## src/rtl/pfam_pkg.sv

```systemverilog
package pfam_pkg;

	localparam int OPERAND_BITS = 256;
	localparam int WORD_BITS = 64;
	localparam int CFG_IDX_W = 2;
	localparam int CNT_W = $clog2(OPERAND_BITS);

	typedef logic [OPERAND_BITS-1:0] operand_t;
	typedef logic [WORD_BITS-1:0] word_t;

	localparam logic [1:0] ACT_ADD = 2'd0;
	localparam logic [1:0] ACT_MUL = 2'd1;
	localparam logic [1:0] ACT_INV = 2'd2;
	localparam logic [1:0] ACT_NONE = 2'd3;

	localparam logic [1:0] SEL_ONE = 2'd0;
	localparam logic [1:0] SEL_A = 2'd1;
	localparam logic [1:0] SEL_B = 2'd2;
	localparam logic [1:0] SEL_RES = 2'd3;

	typedef struct packed {
		logic load;
		logic init;
		logic [1:0] xsel;
		logic [1:0] ysel;
		logic dbl;
		logic addx;
		logic store;
		logic [1:0] dst;
		logic sum;
		logic clr;
		logic eshift;
	} pfam_cmd_t;

	typedef struct packed {
		logic p_zero;
		logic e_msb;
		logic [1:0] action;
	} pfam_status_t;

	// Returns (u + v) mod p for u, v below p, from the full carry-extended sum.
	function automatic operand_t add_mod(operand_t u, operand_t v, operand_t p);
		logic [OPERAND_BITS:0] s;
		s = {1'b0, u} + {1'b0, v};
		if (s >= {1'b0, p}) begin
			s = s - {1'b0, p};
		end
		return s[OPERAND_BITS-1:0];
	endfunction

endpackage

```

## src/rtl/pfam_controller.sv

```systemverilog
module pfam_controller import pfam_pkg::*; (
	input logic clk,
	input logic arst_n,
	input logic in_valid,
	output logic in_ready,
	output logic out_valid,
	input logic out_ready,
	input pfam_status_t status,
	output pfam_cmd_t cmd
);

	localparam logic [3:0] S_IDLE = 4'd0;
	localparam logic [3:0] S_INIT = 4'd1;
	localparam logic [3:0] S_DBL = 4'd2;
	localparam logic [3:0] S_ADD = 4'd3;
	localparam logic [3:0] S_STORE = 4'd4;
	localparam logic [3:0] S_NEXT = 4'd5;
	localparam logic [3:0] S_SUM = 4'd6;
	localparam logic [3:0] S_CLR = 4'd7;
	localparam logic [3:0] S_EDEC = 4'd8;
	localparam logic [3:0] S_OUT = 4'd9;

	localparam logic [2:0] PH_RA = 3'd0;
	localparam logic [2:0] PH_RB = 3'd1;
	localparam logic [2:0] PH_OP = 3'd2;
	localparam logic [2:0] PH_ONE = 3'd3;
	localparam logic [2:0] PH_SQ = 3'd4;
	localparam logic [2:0] PH_MA = 3'd5;

	localparam logic [CNT_W-1:0] CNT_MAX = CNT_W'(OPERAND_BITS - 1);

	logic [3:0] state_q, state_d;
	logic [2:0] phase_q, phase_d;
	logic [CNT_W-1:0] bit_q, bit_d;
	logic [CNT_W-1:0] exp_q, exp_d;

	always_ff @(posedge clk or negedge arst_n) begin
		if (!arst_n) begin
			state_q <= S_IDLE;
			phase_q <= PH_RA;
			bit_q <= '0;
			exp_q <= '0;
		end else begin
			state_q <= state_d;
			phase_q <= phase_d;
			bit_q <= bit_d;
			exp_q <= exp_d;
		end
	end

	always_comb begin
		state_d = state_q;
		phase_d = phase_q;
		bit_d = bit_q;
		exp_d = exp_q;
		cmd = '0;
		in_ready = (state_q == S_IDLE);
		out_valid = (state_q == S_OUT);
		unique case (phase_q)
			PH_RA: begin
				cmd.xsel = SEL_ONE;
				cmd.ysel = SEL_A;
				cmd.dst = SEL_A;
			end
			PH_RB: begin
				cmd.xsel = SEL_ONE;
				cmd.ysel = SEL_B;
				cmd.dst = SEL_B;
			end
			PH_OP: begin
				cmd.xsel = SEL_A;
				cmd.ysel = SEL_B;
				cmd.dst = SEL_RES;
			end
			PH_ONE: begin
				cmd.xsel = SEL_ONE;
				cmd.ysel = SEL_ONE;
				cmd.dst = SEL_RES;
			end
			PH_SQ: begin
				cmd.xsel = SEL_RES;
				cmd.ysel = SEL_RES;
				cmd.dst = SEL_RES;
			end
			default: begin
				cmd.xsel = SEL_RES;
				cmd.ysel = SEL_A;
				cmd.dst = SEL_RES;
			end
		endcase
		unique case (state_q)
			S_IDLE: begin
				if (in_valid) begin
					cmd.load = 1'b1;
					phase_d = PH_RA;
					state_d = status.p_zero ? S_CLR : S_INIT;
				end
			end
			S_INIT: begin
				cmd.init = 1'b1;
				bit_d = CNT_MAX;
				state_d = S_DBL;
			end
			S_DBL: begin
				cmd.dbl = 1'b1;
				state_d = S_ADD;
			end
			S_ADD: begin
				cmd.addx = 1'b1;
				if (bit_q == '0) begin
					state_d = S_STORE;
				end else begin
					bit_d = bit_q - 1'b1;
					state_d = S_DBL;
				end
			end
			S_STORE: begin
				cmd.store = 1'b1;
				state_d = S_NEXT;
			end
			S_NEXT: begin
				unique case (phase_q)
					PH_RA: begin
						phase_d = PH_RB;
						state_d = S_INIT;
					end
					PH_RB: begin
						unique case (status.action)
							ACT_ADD: state_d = S_SUM;
							ACT_MUL: begin
								phase_d = PH_OP;
								state_d = S_INIT;
							end
							ACT_INV: begin
								phase_d = PH_ONE;
								state_d = S_INIT;
							end
							default: state_d = S_CLR;
						endcase
					end
					PH_ONE: begin
						exp_d = CNT_MAX;
						phase_d = PH_SQ;
						state_d = S_INIT;
					end
					PH_SQ: begin
						if (status.e_msb) begin
							phase_d = PH_MA;
							state_d = S_INIT;
						end else begin
							state_d = S_EDEC;
						end
					end
					PH_MA: state_d = S_EDEC;
					default: state_d = S_OUT;
				endcase
			end
			S_EDEC: begin
				cmd.eshift = 1'b1;
				if (exp_q == '0) begin
					state_d = S_OUT;
				end else begin
					exp_d = exp_q - 1'b1;
					phase_d = PH_SQ;
					state_d = S_INIT;
				end
			end
			S_SUM: begin
				cmd.sum = 1'b1;
				state_d = S_OUT;
			end
			S_CLR: begin
				cmd.clr = 1'b1;
				state_d = S_OUT;
			end
			S_OUT: begin
				if (out_ready) begin
					state_d = S_IDLE;
				end
			end
			default: state_d = S_IDLE;
		endcase
	end

endmodule

```

## config.mk

```make
export PLATFORM = sky130hd
export DESIGN_NAME = pfam_controller
export DESIGN_NICKNAME = d
export VERILOG_FILES = /design/src/rtl/pfam_pkg.sv /design/src/rtl/pfam_controller.sv
export SDC_FILE = /design/constraint.sdc
export NUM_CORES = 1
export LEC_CHECK = 0
export ABC_AREA = 1
export BUFFER_PORTS_ARGS = -buffer_cell sky130_fd_sc_hd__clkbuf_2
export CORE_MARGIN = 2
export CORE_UTILIZATION = 35
export CTS_BUF_LIST = sky130_fd_sc_hd__clkbuf_16
export DETAILED_ROUTE_END_ITERATION = 7
export SLEW_MARGIN = 20
export SYNTH_ARGS = -nofsm -noshare
export SYNTH_HDL_FRONTEND = slang
export SYNTH_SLANG_ARGS = --single-unit
```

## constraint.sdc

```tcl
create_clock -name clk -period 2.15 [get_ports clk]
set_clock_uncertainty 0.2 [all_clocks]
set_input_delay 0.3225 -clock clk [delete_from_list [all_inputs] [get_ports clk]]
set_output_delay 0.3225 -clock clk [all_outputs]
set_load 0.01 [all_outputs]
```

==> results of run 1 <==
cell type report:
type                            count  area, µm²
Fill cell                         498       2741
Multi-Input combinational cell    186      968.4
Sequential cell                    23      575.6
Inverter                           39      148.9
Timing Repair Buffer               24      125.1
Tap cell                           67      83.83
Clock buffer                        3      75.07
Clock inverter                      1      5.005
worst register-to-register path: stages, from the launching register on:
cell     delay, ns
dfrtp_1       0.36
inv_1         0.16
ha_1          0.18
nand3_1       0.12
o21ai_2       0.27
nand2_4       0.17
o21ai_0       0.11
o21ai_1       0.09
path summary, 6_finish.rpt:
path                                         from                      to  depth (start not counted)
setup / recovery           state_q[2]$_DFFE_PN0P_                 cmd[13]                          4
hold / removal                          out_ready  state_q[0]$_DFFE_PN0P_                          4
setup reg to reg             bit_q[0]$_DFFE_PN0P_    bit_q[0]$_DFFE_PN0P_                          7
hold reg to reg              exp_q[4]$_DFFE_PN0P_    exp_q[4]$_DFFE_PN0P_                          2
max in group asynchronous                  arst_n  phase_q[0]$_DFFE_PN0P_                          2
min in group asynchronous                  arst_n  state_q[1]$_DFFE_PN0P_                          2
flip-flops by register name, summed over array words and instances, names as in the netlist:
| signal | count |
|---|---|
| bit_q | 8 |
| exp_q | 8 |
| state_q | 4 |
| phase_q | 3 |
logic make-up after synthesis:
| kind of cell | after synthesis | synth area share [%] |
|---|---|---|
| AO/OA/AOI/OAI | 31 | 10.31 |
| XOR/XNOR | 5 | 2.558 |
| adder cells (fa/ha/maj) | 7 | 5.117 |
| buffers and inverters | 41 | 9.795 |
| flip-flops | 23 | 33.63 |
| AND/OR/NAND/NOR | 143 | 38.60 |
stage by stage:
| stage | cell area (µm²) | util (%) | power [W] |
|---|---|---|---|
| 3_5_place_dp | 1892 | 40.05 | 0.002456 |
| 6_report | 1982 | 41.96 | 0.002862 |
| 2_1_floorplan | 1712 | - | 0.002126 |
| 4_1_cts | 1982 | 41.96 | 0.002893 |
| 3_3_place_gp | 1892 | 40.05 | 0.002449 |
| 5_1_grt | 1982 | 41.96 | 0.003196 |
metal layers:
metal / track usage [%] / up-vias / wire length [µm]
met5: 0 / - / 0
met4: 3.636 / 0 / 22
met3: 3.252 / 2 / 116
met2: 24.31 / 22 / 1664
met1: 21.16 / 700 / 1886
li1: - / 836 / -
cell usage in the layout, fill, tap and decap left out:
cell	netlist	routed
ha_1	7	7
clkbuf_16	0	3
o2111ai_1	1	1
nor2_2	3	3
inv_2	6	6
nor2_8	2	2
inv_1	32	32
nand3_1	25	25
dlygate4sd3_1	0	1
and2_1	1	1
clkinv_2	0	1
a21oi_1	5	5
xor2_1	4	4
nand4_1	2	2
xnor2_1	1	1
inv_4	1	1
nand2_4	2	2
nor2_4	1	1
nand2_2	5	5
nand3_2	1	1
dfrtp_1	23	23
o21ai_2	4	4
o21ai_0	10	10
clkbuf_2	0	23
o21ai_1	10	10
nor2_1	31	31
nor3_1	3	3
o211ai_1	1	1
nand2_1	67	67
power by group through the flow:
stage	Clock, W	Combinational (W)	Sequential [W]
2_1_floorplan	0	0.00135	0.000775
3_3_place_gp	0	0.00164	0.000811
3_5_place_dp	0	0.00164	0.000818
4_1_cts	0.000435	0.00165	0.000812
5_1_grt	0.000462	0.00189	0.000844
6_report	0.000419	0.00163	0.000813
==> out/summary.txt, run 1 <==
outcome - completed
Critical Path Source Type - register
n_diodes - 0
Iter 0 DRT Violations - 84
top post-synthesis cells by count - nand2_1 (67), inv_1 (32), nor2_1 (31)
largest net degree at the start of global routing - 24
RSZ-0062 raised after global routing - false
Post-synth EDFFs - 0
detailed-route wire length per cell - 10.76 µm
Data required, critical path - 1.63 ns
final setup TNS - 0 ns
kind of critical path - reg2out
DP Cell Count - 338
Mapped Nets - 265
cells after synthesis - 250
period utilisation layout - 89.59%
post-CTS setup buffer count - 0
FP Rows - 25
sequential share of power - 28.4%
clock transition at the registers of the reported paths - 0.07 ns
critical path arrival - 1.40 ns
Cell variety after synth - 27
Slew Limit Fails - 0
post-CTS sizing - 0
max_cap viols - 0
Die Footprint - 5466 µm²
Hold Crit Class - in2reg
Placer Congestion - 0.8438
post-route setup slack - 0.2239 ns
syn_area_per_cell - 6.847 µm²
Buf/Inv on CP - 2
Total Routed Length - 3690 µm
Clk pwr share - 14.6%
Tightest Pin Transition - 0.6092 ns
fin cells - 343
TritonCTS clock tree - built
relative slew slack - 59.39%
cell taking the most area after synthesis - dfrtp_1
Most used DFF post-synth - dfrtp_1
final hold slack - 0.1676 ns
critical path's top delay family - flip-flops
Worst Path Max Fanout - 5
Setup-failing EPs final - 0
Post-route DRC - 0
count leader, synth - nand2_1
GRT overflow - 0
Net Switching - 0.001401 W
slowest CP cell - dfrtp_1
Synth Warn # - 0
Clock Latency Late Sink - 0.26 ns
Root Driver - clkbuf_16
register area share after synthesis - 33.63%
Worst VDD drop - 0.6222 mV
TritonCTS Buffers - 3
Placeable Area - 4723 µm²
Starting Density - 36.24%
Sw Ratio - 48.95%
synth top area cells - dfrtp_1 (34%), nand2_1 (15%), nand3_1 (7.3%), inv_1 (7.0%), nor2_1 (6.8%)
I/O pins - 24
minimum clock period - 1.926 ns
final net count - 292
CP max stage delay - 0.45 ns
dpl hpwl - 2892 µm
Power Dens Cells - 1444 nW/µm²
Crit. End Element - primary output
f_max - 0.5192 GHz
vias after detailed routing - 1560
internal power - 0.001461 W
CTS H-tree lvls - 1
total track usage - 15.23%
asr flop ratio synth - 100.0%
share of the synthesized area in the top cell type - 33.63%
Mapped Area - 1712 µm²
# clock sinks - 23
CP Cell Sequence - nor2_2, inv_2, nor3_1, clkbuf_2
via/cell ratio - 4.548
die width - 73.93 µm
#FFs+latches synth - 23
number of global-route vias before repair - 1487
Setup WS pre-CTS - 0.3851 ns
number of port buffers - 23
combinational share of power - 57.0%
drt pass-1 iters - 4
Area Overhead vs Synth - 15.79%
Detail Route Antenna Nets - 0
antenna violations before repair - 0
# hold bufs at CTS - 1
Hold Vio Cnt, Final - 0
Clock Tree Buf Depth - 2
Leakage Power - 1.045 nW
reg-to-reg setup timing slack - 0.38 ns
layout cells sized above 1 - 18.84%
first-pass GRT wire length - 6548 µm
Die Ht - 73.93 µm
Note: power is estimated with default switching activity, not from simulation.
==> run 2, diff against run 1 <==
--- a/config.mk
+++ b/config.mk
@@ -5,7 +5,6 @@
 export SDC_FILE = /design/constraint.sdc
 export NUM_CORES = 1
 export LEC_CHECK = 0
-export ABC_AREA = 1
 export BUFFER_PORTS_ARGS = -buffer_cell sky130_fd_sc_hd__clkbuf_2
 export CORE_MARGIN = 2
 export CORE_UTILIZATION = 35
==> run 2 against run 1 <==
Effect of this change: cell count is 27% lower; sequential power is 15% lower; first-iteration DRC count stayed put; flip-flop and latch count stayed put; fmax is 7.7% lower; utilization is 1.4 points higher; synthesized cell count is 33% lower.
==> out/summary.txt, run 2 <==
n_diodes - 0 (unchanged)
total track usage - 13.86% (-1.4 points)
synth top area cells - dfrtp_1 (38%), ha_1 (5.7%), nand2_1 (3.7%), o21ai_0 (3.6%), and3_1 (2.5%)
# clock sinks - 23 (unchanged)
Worst Path Max Fanout - 8 (+3)
kind of critical path - reg2out
most frequent cells in the layout - dfrtp_1 (23), clkbuf_2 (23), nand2_1 (15), buf_4 (13)
RSZ-0062 raised after global routing - true
post-synthesis xor/xnor area fraction - 4.003% (+1.4 points)
Synth Warn # - 0 (unchanged)
minimum clock period - 2.086 ns (+0.1596 ns)
final setup TNS - 0 ns (unchanged)
Most used DFF post-synth - dfrtp_1
register area share after synthesis - 37.58% (+4.0 points)
TritonCTS Buffers - 3 (unchanged)
internal power - 0.001344 W (-8.0%)
Iter 0 DRT Violations - 84 (unchanged)
Clk pwr share - 17.7% (+3.1 points)
share of the synthesized area in the top cell type - 37.58% (+4.0 points)
vias after detailed routing - 1261 (-19%)
mux share of post-synthesis cell area - 1.961% (+2.0 points)
Crit. End Element - primary output
Worst VDD drop - 0.5179 mV (-17%)
Compound-Gate Fraction of Synth Area - 16.58% (+6.3 points)
Starting Density - 35.66% (-0.57 points)
GRT overflow - 0 (unchanged)
FP Rows - 24 (-4.0%)
via/cell ratio - 5.024 (+10%)
sequential share of power - 30.6% (+2.2 points)
Clock Tree Buf Depth - 2 (unchanged)
number of port buffers - 23 (unchanged)
Root Driver - clkbuf_16
detailed-route wire length per cell - 12.38 µm (+15%)
critical path arrival - 1.56 ns (+0.16 ns)
Cell variety after synth - 48 (+78%)
Setup WS pre-CTS - 0.08496 ns (-0.3002 ns)
dpl hpwl - 2308 µm (-20%)
outcome - completed
final hold slack - 0.1759 ns (+0.008248 ns)
CTS H-tree lvls - 1 (unchanged)
Placeable Area - 4294 µm² (-9.1%)
Post-synth EDFFs - 0 (unchanged)
Die Footprint - 4921 µm² (-10%)
syn_area_per_cell - 9.116 µm² (+33%)
cells after synthesis - 168 (-33%)
Detail Route Antenna Nets - 0 (unchanged)
count leader, synth - dfrtp_1
die width - 70.15 µm (-5.1%)
post-route setup slack - 0.06429 ns (-0.1596 ns)
relative slew slack - 61.04% (+1.7 points)
Placer Congestion - 0.7748 (-8.2%)
Slew Limit Fails - 0 (unchanged)
Data required, critical path - 1.63 ns (about the same)
max_cap viols - 0 (unchanged)
drt pass-1 iters - 4 (unchanged)
Setup-failing EPs final - 0 (unchanged)
layout cells sized above 1 - 27.14% (+8.3 points)
asr flop ratio synth - 100.0% (unchanged)
Synth Area in Adders - 5.719% (+0.60 points)
Synth Area in Simple Gates - 27.86% (-11 points)
largest net degree at the start of global routing - 24 (unchanged)
first-pass GRT wire length - 5526 µm (-16%)
Mapped Nets - 183 (-31%)
Clock Latency Late Sink - 0.26 ns (about the same)
Net Switching - 0.0009136 W (-35%)
DP Cell Count - 246 (-27%)
Tightest Pin Transition - 0.5843 ns (-0.02486 ns)
Leakage Power - 0.8564 nW (-18%)
clock transition at the registers of the reported paths - 0.06 ns (about the same)
Sw Ratio - 40.46% (-8.5 points)
Hold Vio Cnt, Final - 0 (unchanged)
#FFs+latches synth - 23 (unchanged)
f_max - 0.4795 GHz (-7.7%)
cell taking the most area after synthesis - dfrtp_1
Hold Crit Class - in2reg
Area Overhead vs Synth - 21.65%
Post-route DRC - 0 (unchanged)
Total Routed Length - 3107 µm (-16%)
Critical Path Source Type - register
Power Dens Cells - 1212 nW/µm² (-16%)
Die Ht - 70.15 µm (-5.1%)
overall power - 0.002258 W (-21%)
Mapped Area - 1531 µm² (-11%)
antenna violations before repair - 0 (unchanged)
largest family of logic cells by synthesized area - simple AND/OR/NAND/NOR gates
number of global-route vias before repair - 1235 (-17%)
period utilisation layout - 97.01% (+7.4 points)
TritonCTS clock tree - built
biggest regs - bit_q (8), exp_q (8), state_q (4)
final net count - 215 (-26%)
fin cells - 251 (-27%)
I/O pins - 24 (unchanged)
combinational share of power - 51.7% (-5.3 points)
top post-synthesis cells by count - dfrtp_1 (23), nand2_1 (15), o21ai_0 (11)
## run 2: changes by cell type after synthesis, sizes merged, moves of 4 or more
cell / before / now
clkbuf: 1 / 6
nand3: 26 / 6
o21ai: 24 / 12
or3: 0 / 4
nand2b: 0 / 5
inv: 39 / 10
nor4: 0 / 5
nand2: 74 / 15
nor2: 37 / 9
and3: 0 / 6
## run 2: final timing paths
kind / from / endpoint / slack, ns / depth (start not counted)
worst max-delay path: state_q[1]$_DFFE_PN0P_ / cmd[12] / 0.06 / 5
worst min register to register: bit_q[6]$_DFFE_PN0P_ / bit_q[6]$_DFFE_PN0P_ / 0.35 / 2
max in group asynchronous: arst_n / bit_q[7]$_DFFE_PN0P_ / 0.96 / 2
worst min-delay path: out_ready / state_q[0]$_DFFE_PN0P_ / 0.18 / 3
min in group asynchronous: arst_n / exp_q[7]$_DFFE_PN0P_ / 0.40 / 2
worst max register to register: state_q[3]$_DFFE_PN0P_ / exp_q[1]$_DFFE_PN0P_ / 0.14 / 5
## run 2: power groups by stage
stage	registers [W]	clock network [W]	logic (W)
global route	0.000712	0.000432	0.00131
floorplan	0.000655	0	0.000805
finish	0.000691	0.000401	0.00117
CTS	0.000685	0.000404	0.00116
detailed placement	0.000691	0	0.00115
global placement	0.000691	0	0.00115
## run 2: area by class of cell
cell class / instances / area [µm²]
inverters: 10 / 37.54
fillers: 430 / 2431
clock inverters: 1 / 3.754
multi-input cells: 125 / 883.3
clock buffers: 3 / 75.07
repair buffers: 37 / 222.7
well taps: 52 / 65.06
flip-flops and latches: 23 / 575.6
## run 2: repair_timing
| action | CTS | global route |
|---|---|---|
| hold buffers | 1 | 0 |
| gates resized for setup | 0 | 3 |
| setup buffers | 0 | 0 |
| endpoints found under the hold margin | 23 | 0 |
| setup endpoints to repair | 0 | 11 |
## run 2: cells by family (layout without fill, tap and decap cells)
group	after synthesis	after routing
buffers and inverters	20	51
AOI/OAI and AO/OA	35	35
DFF	23	23
and+or+nand+nor	73	73
adders and majority gates	7	7
muxes	3	3
xor gates and xnor gates	7	7
## run 2: critical path: stages, from the launching register on
cell,delay (ns)
dfrtp_1,0.40
buf_4,0.17
nand2b_1,0.17
or3_1,0.37
inv_1,0.07
clkbuf_2,0.12
## run 2: metrics by stage
step | instance area [µm²] | utilization, %
after floorplan | 1531 | -
after global placement | 1750 | 40.76
after detailed placement | 1750 | 40.76
after CTS | 1839 | 42.83
after global routing | 1863 | 43.39
final | 1863 | 43.39
## run 2: metal layers
layer,vias up,share of wire [%],GRT usage [%],wire length [µm]
met4,0,1.6,5.128,51
li1,657,-,-,-
met3,5,3.3,2.309,102
met5,-,0,0,0
met1,576,51,19.24,1572
met2,23,44,21.69,1381
==> run 3, diff against run 2 <==
--- a/config.mk
+++ b/config.mk
@@ -6,11 +6,11 @@
 export NUM_CORES = 1
 export LEC_CHECK = 0
 export BUFFER_PORTS_ARGS = -buffer_cell sky130_fd_sc_hd__clkbuf_2
+export CORE_ASPECT_RATIO = 2
 export CORE_MARGIN = 2
 export CORE_UTILIZATION = 35
 export CTS_BUF_LIST = sky130_fd_sc_hd__clkbuf_16
 export DETAILED_ROUTE_END_ITERATION = 7
-export SLEW_MARGIN = 20
 export SYNTH_ARGS = -nofsm -noshare
 export SYNTH_HDL_FRONTEND = slang
 export SYNTH_SLANG_ARGS = --single-unit
==> run 3 against run 2 <==
Effect of this change: worst setup slack gained 0.037 ns; design area up 1.3%; critical endpoint is now cmd[7]; non-clock buffer count increased by 1; die area increased by 0.65%; largest power group unchanged; via count is 3.7% higher; hold slack improved by 0.011 ns; utilization increased by 0.53 points; flip-flop and latch count is the same.
==> out/summary.txt, run 3 (synthesis results as in run 2) <==
Tightest Pin Transition - 0.5990 ns (+0.01471 ns)
internal power - 0.001379 W (+2.6%)
final net count - 216 (+0.47%)
largest net degree at the start of global routing - 24 (unchanged)
Crit. End Element - primary output
number of port buffers - 23 (unchanged)
number of global-route vias before repair - 1402 (+14%)
FP Rows - 34 (+42%)
Worst VDD drop - 0.7483 mV (+45%)
detailed-route wire length per cell - 13.58 µm (+9.7%)
fin area - 1887 µm² (+1.3%)
Total Routed Length - 3450 µm (+11%)
R2R depth - 6 (+1)
Root Driver - clkbuf_16
final core utilization - 43.91% (+0.53 points)
WL met1 - 1309 µm (-17%)
Sw Ratio - 41.16% (+0.70 points)
final hold slack - 0.1868 ns (+0.01090 ns)
clock transition at the registers of the reported paths - 0.06 ns (about the same)
Placer Congestion - 0.8097 (+4.5%)
Post-route DRC - 0 (unchanged)
relative slew slack - 60.06% (-0.98 points)
Detail Route Antenna Nets - 0 (unchanged)
CTS H-tree lvls - 1 (unchanged)
metal3 WL - 70 µm (-31%)
most frequent cells in the layout - dfrtp_1 (23), clkbuf_2 (23), nand2_1 (15), buf_4 (14), o21ai_0 (11)
max_cap viols - 0 (unchanged)
Clk pwr share - 17.5% (-0.2 points)
Die Footprint - 4953 µm² (+0.65%)
Setup-failing EPs final - 0 (unchanged)
vias after detailed routing - 1308 (+3.7%)
outcome - completed
period utilisation layout - 95.30% (-1.7 points)
Clock Latency Late Sink - 0.26 ns (about the same)
# clock sinks - 23 (unchanged)
TritonCTS Buffers - 3 (unchanged)
RSZ-0062 raised after global routing - false
I/O pins - 24 (unchanged)
Placeable Area - 4297 µm² (about the same)
first-pass GRT wire length - 6078 µm (+10%)
sequential share of power - 29.5% (-1.1 points)
drt pass-1 iters - 4 (unchanged)
Slew Limit Fails - 0 (unchanged)
Clock Tree Buf Depth - 2 (unchanged)
antenna violations before repair - 0 (unchanged)
critical path arrival - 1.53 ns (-0.03 ns)
Net Switching - 0.0009648 W (+5.6%)
Hold Path Cell Cnt - 3 (unchanged)
Hold Vio Cnt, Final - 0 (unchanged)
layout cells sized above 1 - 29.00% (+1.9 points)
via/cell ratio - 5.150 (+2.5%)
Iter 0 DRT Violations - 11 (-87%)
n_diodes - 0 (unchanged)
die width - 50.78 µm (-28%)
reg-to-reg setup timing slack - 0.13 ns (about the same)
Data required, critical path - 1.63 ns (about the same)
f_max - 0.4881 GHz (+1.8%)
Critical Path Source Type - register
placed cell areas - 1753 µm² (+0.14%)
Hold Crit Class - in2reg
kind of critical path - reg2out
routed wl met2 - 1953 µm (+41%)
Area Overhead vs Synth - 23.20%
Setup WS pre-CTS - 0.05439 ns (-0.03057 ns)
biggest regs - bit_q (8), exp_q (8), state_q (4)
dpl hpwl - 2662 µm (+15%)
max layer used - met4
Worst Path Max Fanout - 8 (unchanged)
combinational share of power - 53.0% (+1.3 points)
Die Ht - 97.55 µm (+39%)
Leakage Power - 0.8685 nW (+1.4%)
total track usage - 15.65% (+1.8 points)
post-route setup slack - 0.1012 ns (+0.03686 ns)
GRT overflow - 0 (unchanged)
minimum clock period - 2.049 ns (-0.03686 ns)
Power Dens Cells - 1242 nW/µm² (+2.5%)
TritonCTS clock tree - built
Starting Density - 35.64% (about the same)
final setup TNS - 0 ns (unchanged)
==> run 3: cell types whose count changed in the layout (fill, tap and decap cells not counted), sizes merged <==
| cell | delta |
|---|---|
| clkinv | +1 |
| buf | +1 |
| inv | -1 |
==> run 3: timing repair <==
action                     CTS  global route
setup endpoints to repair    0            10
hold endpoints to repair    23             0
buffers inserted             0             1
hold buffers                 1             0
resized for setup            0             5
==> run 3: power by group through the flow <==
stage | sequential, W | combinational, W | clock (W)
2_1_floorplan | 0.000655 | 0.000805 | 0
3_3_place_gp | 0.000690 | 0.00117 | 0
3_5_place_dp | 0.000694 | 0.00119 | 0
4_1_cts | 0.000686 | 0.00120 | 0.000425
5_1_grt | 0.000715 | 0.00138 | 0.000437
6_report | 0.000691 | 0.00124 | 0.000411
==> run 3: stage by stage <==
step | cells | power, W
floorplan | 168 | 0.001460
global placement | 248 | 0.001864
detailed placement | 248 | 0.001881
CTS | 253 | 0.002310
global route | 254 | 0.002529
finish | 254 | 0.002344
==> run 3: worst paths after layout <==
check	from	to
max reg2reg	state_q[2]$_DFFE_PN0P_	exp_q[4]$_DFFE_PN0P_
max	state_q[3]$_DFFE_PN0P_	cmd[7]
min reg2reg	exp_q[0]$_DFFE_PN0P_	exp_q[0]$_DFFE_PN0P_
min in group asynchronous	arst_n	state_q[3]$_DFFE_PN0P_
min	out_ready	state_q[0]$_DFFE_PN0P_
max in group asynchronous	arst_n	phase_q[0]$_DFFE_PN0P_
==> run 3: critical path, stage by stage (launching register included) <==
cell	delay [ns]
dfrtp_1	0.43
buf_4	0.19
nor4b_1	0.43
clkbuf_2	0.21
==> run 3: routing by layer <==
metal  vias up  global-route usage, %
met1       621                  16.91
met4         0                  8.316
met3        11                  1.692
li1        656                      -
met5         -                      0
met2        20                  28.44
==> run 3: layout make-up <==
class	instances	area (µm²)
Multi-Input combinational cell	125	895.9
Clock inverter	1	5.005
Clock buffer	3	75.07
Tap cell	54	67.56
Inverter	10	37.54
Timing Repair Buffer	38	230.2
Sequential cell	23	575.6
Fill cell	442	2410
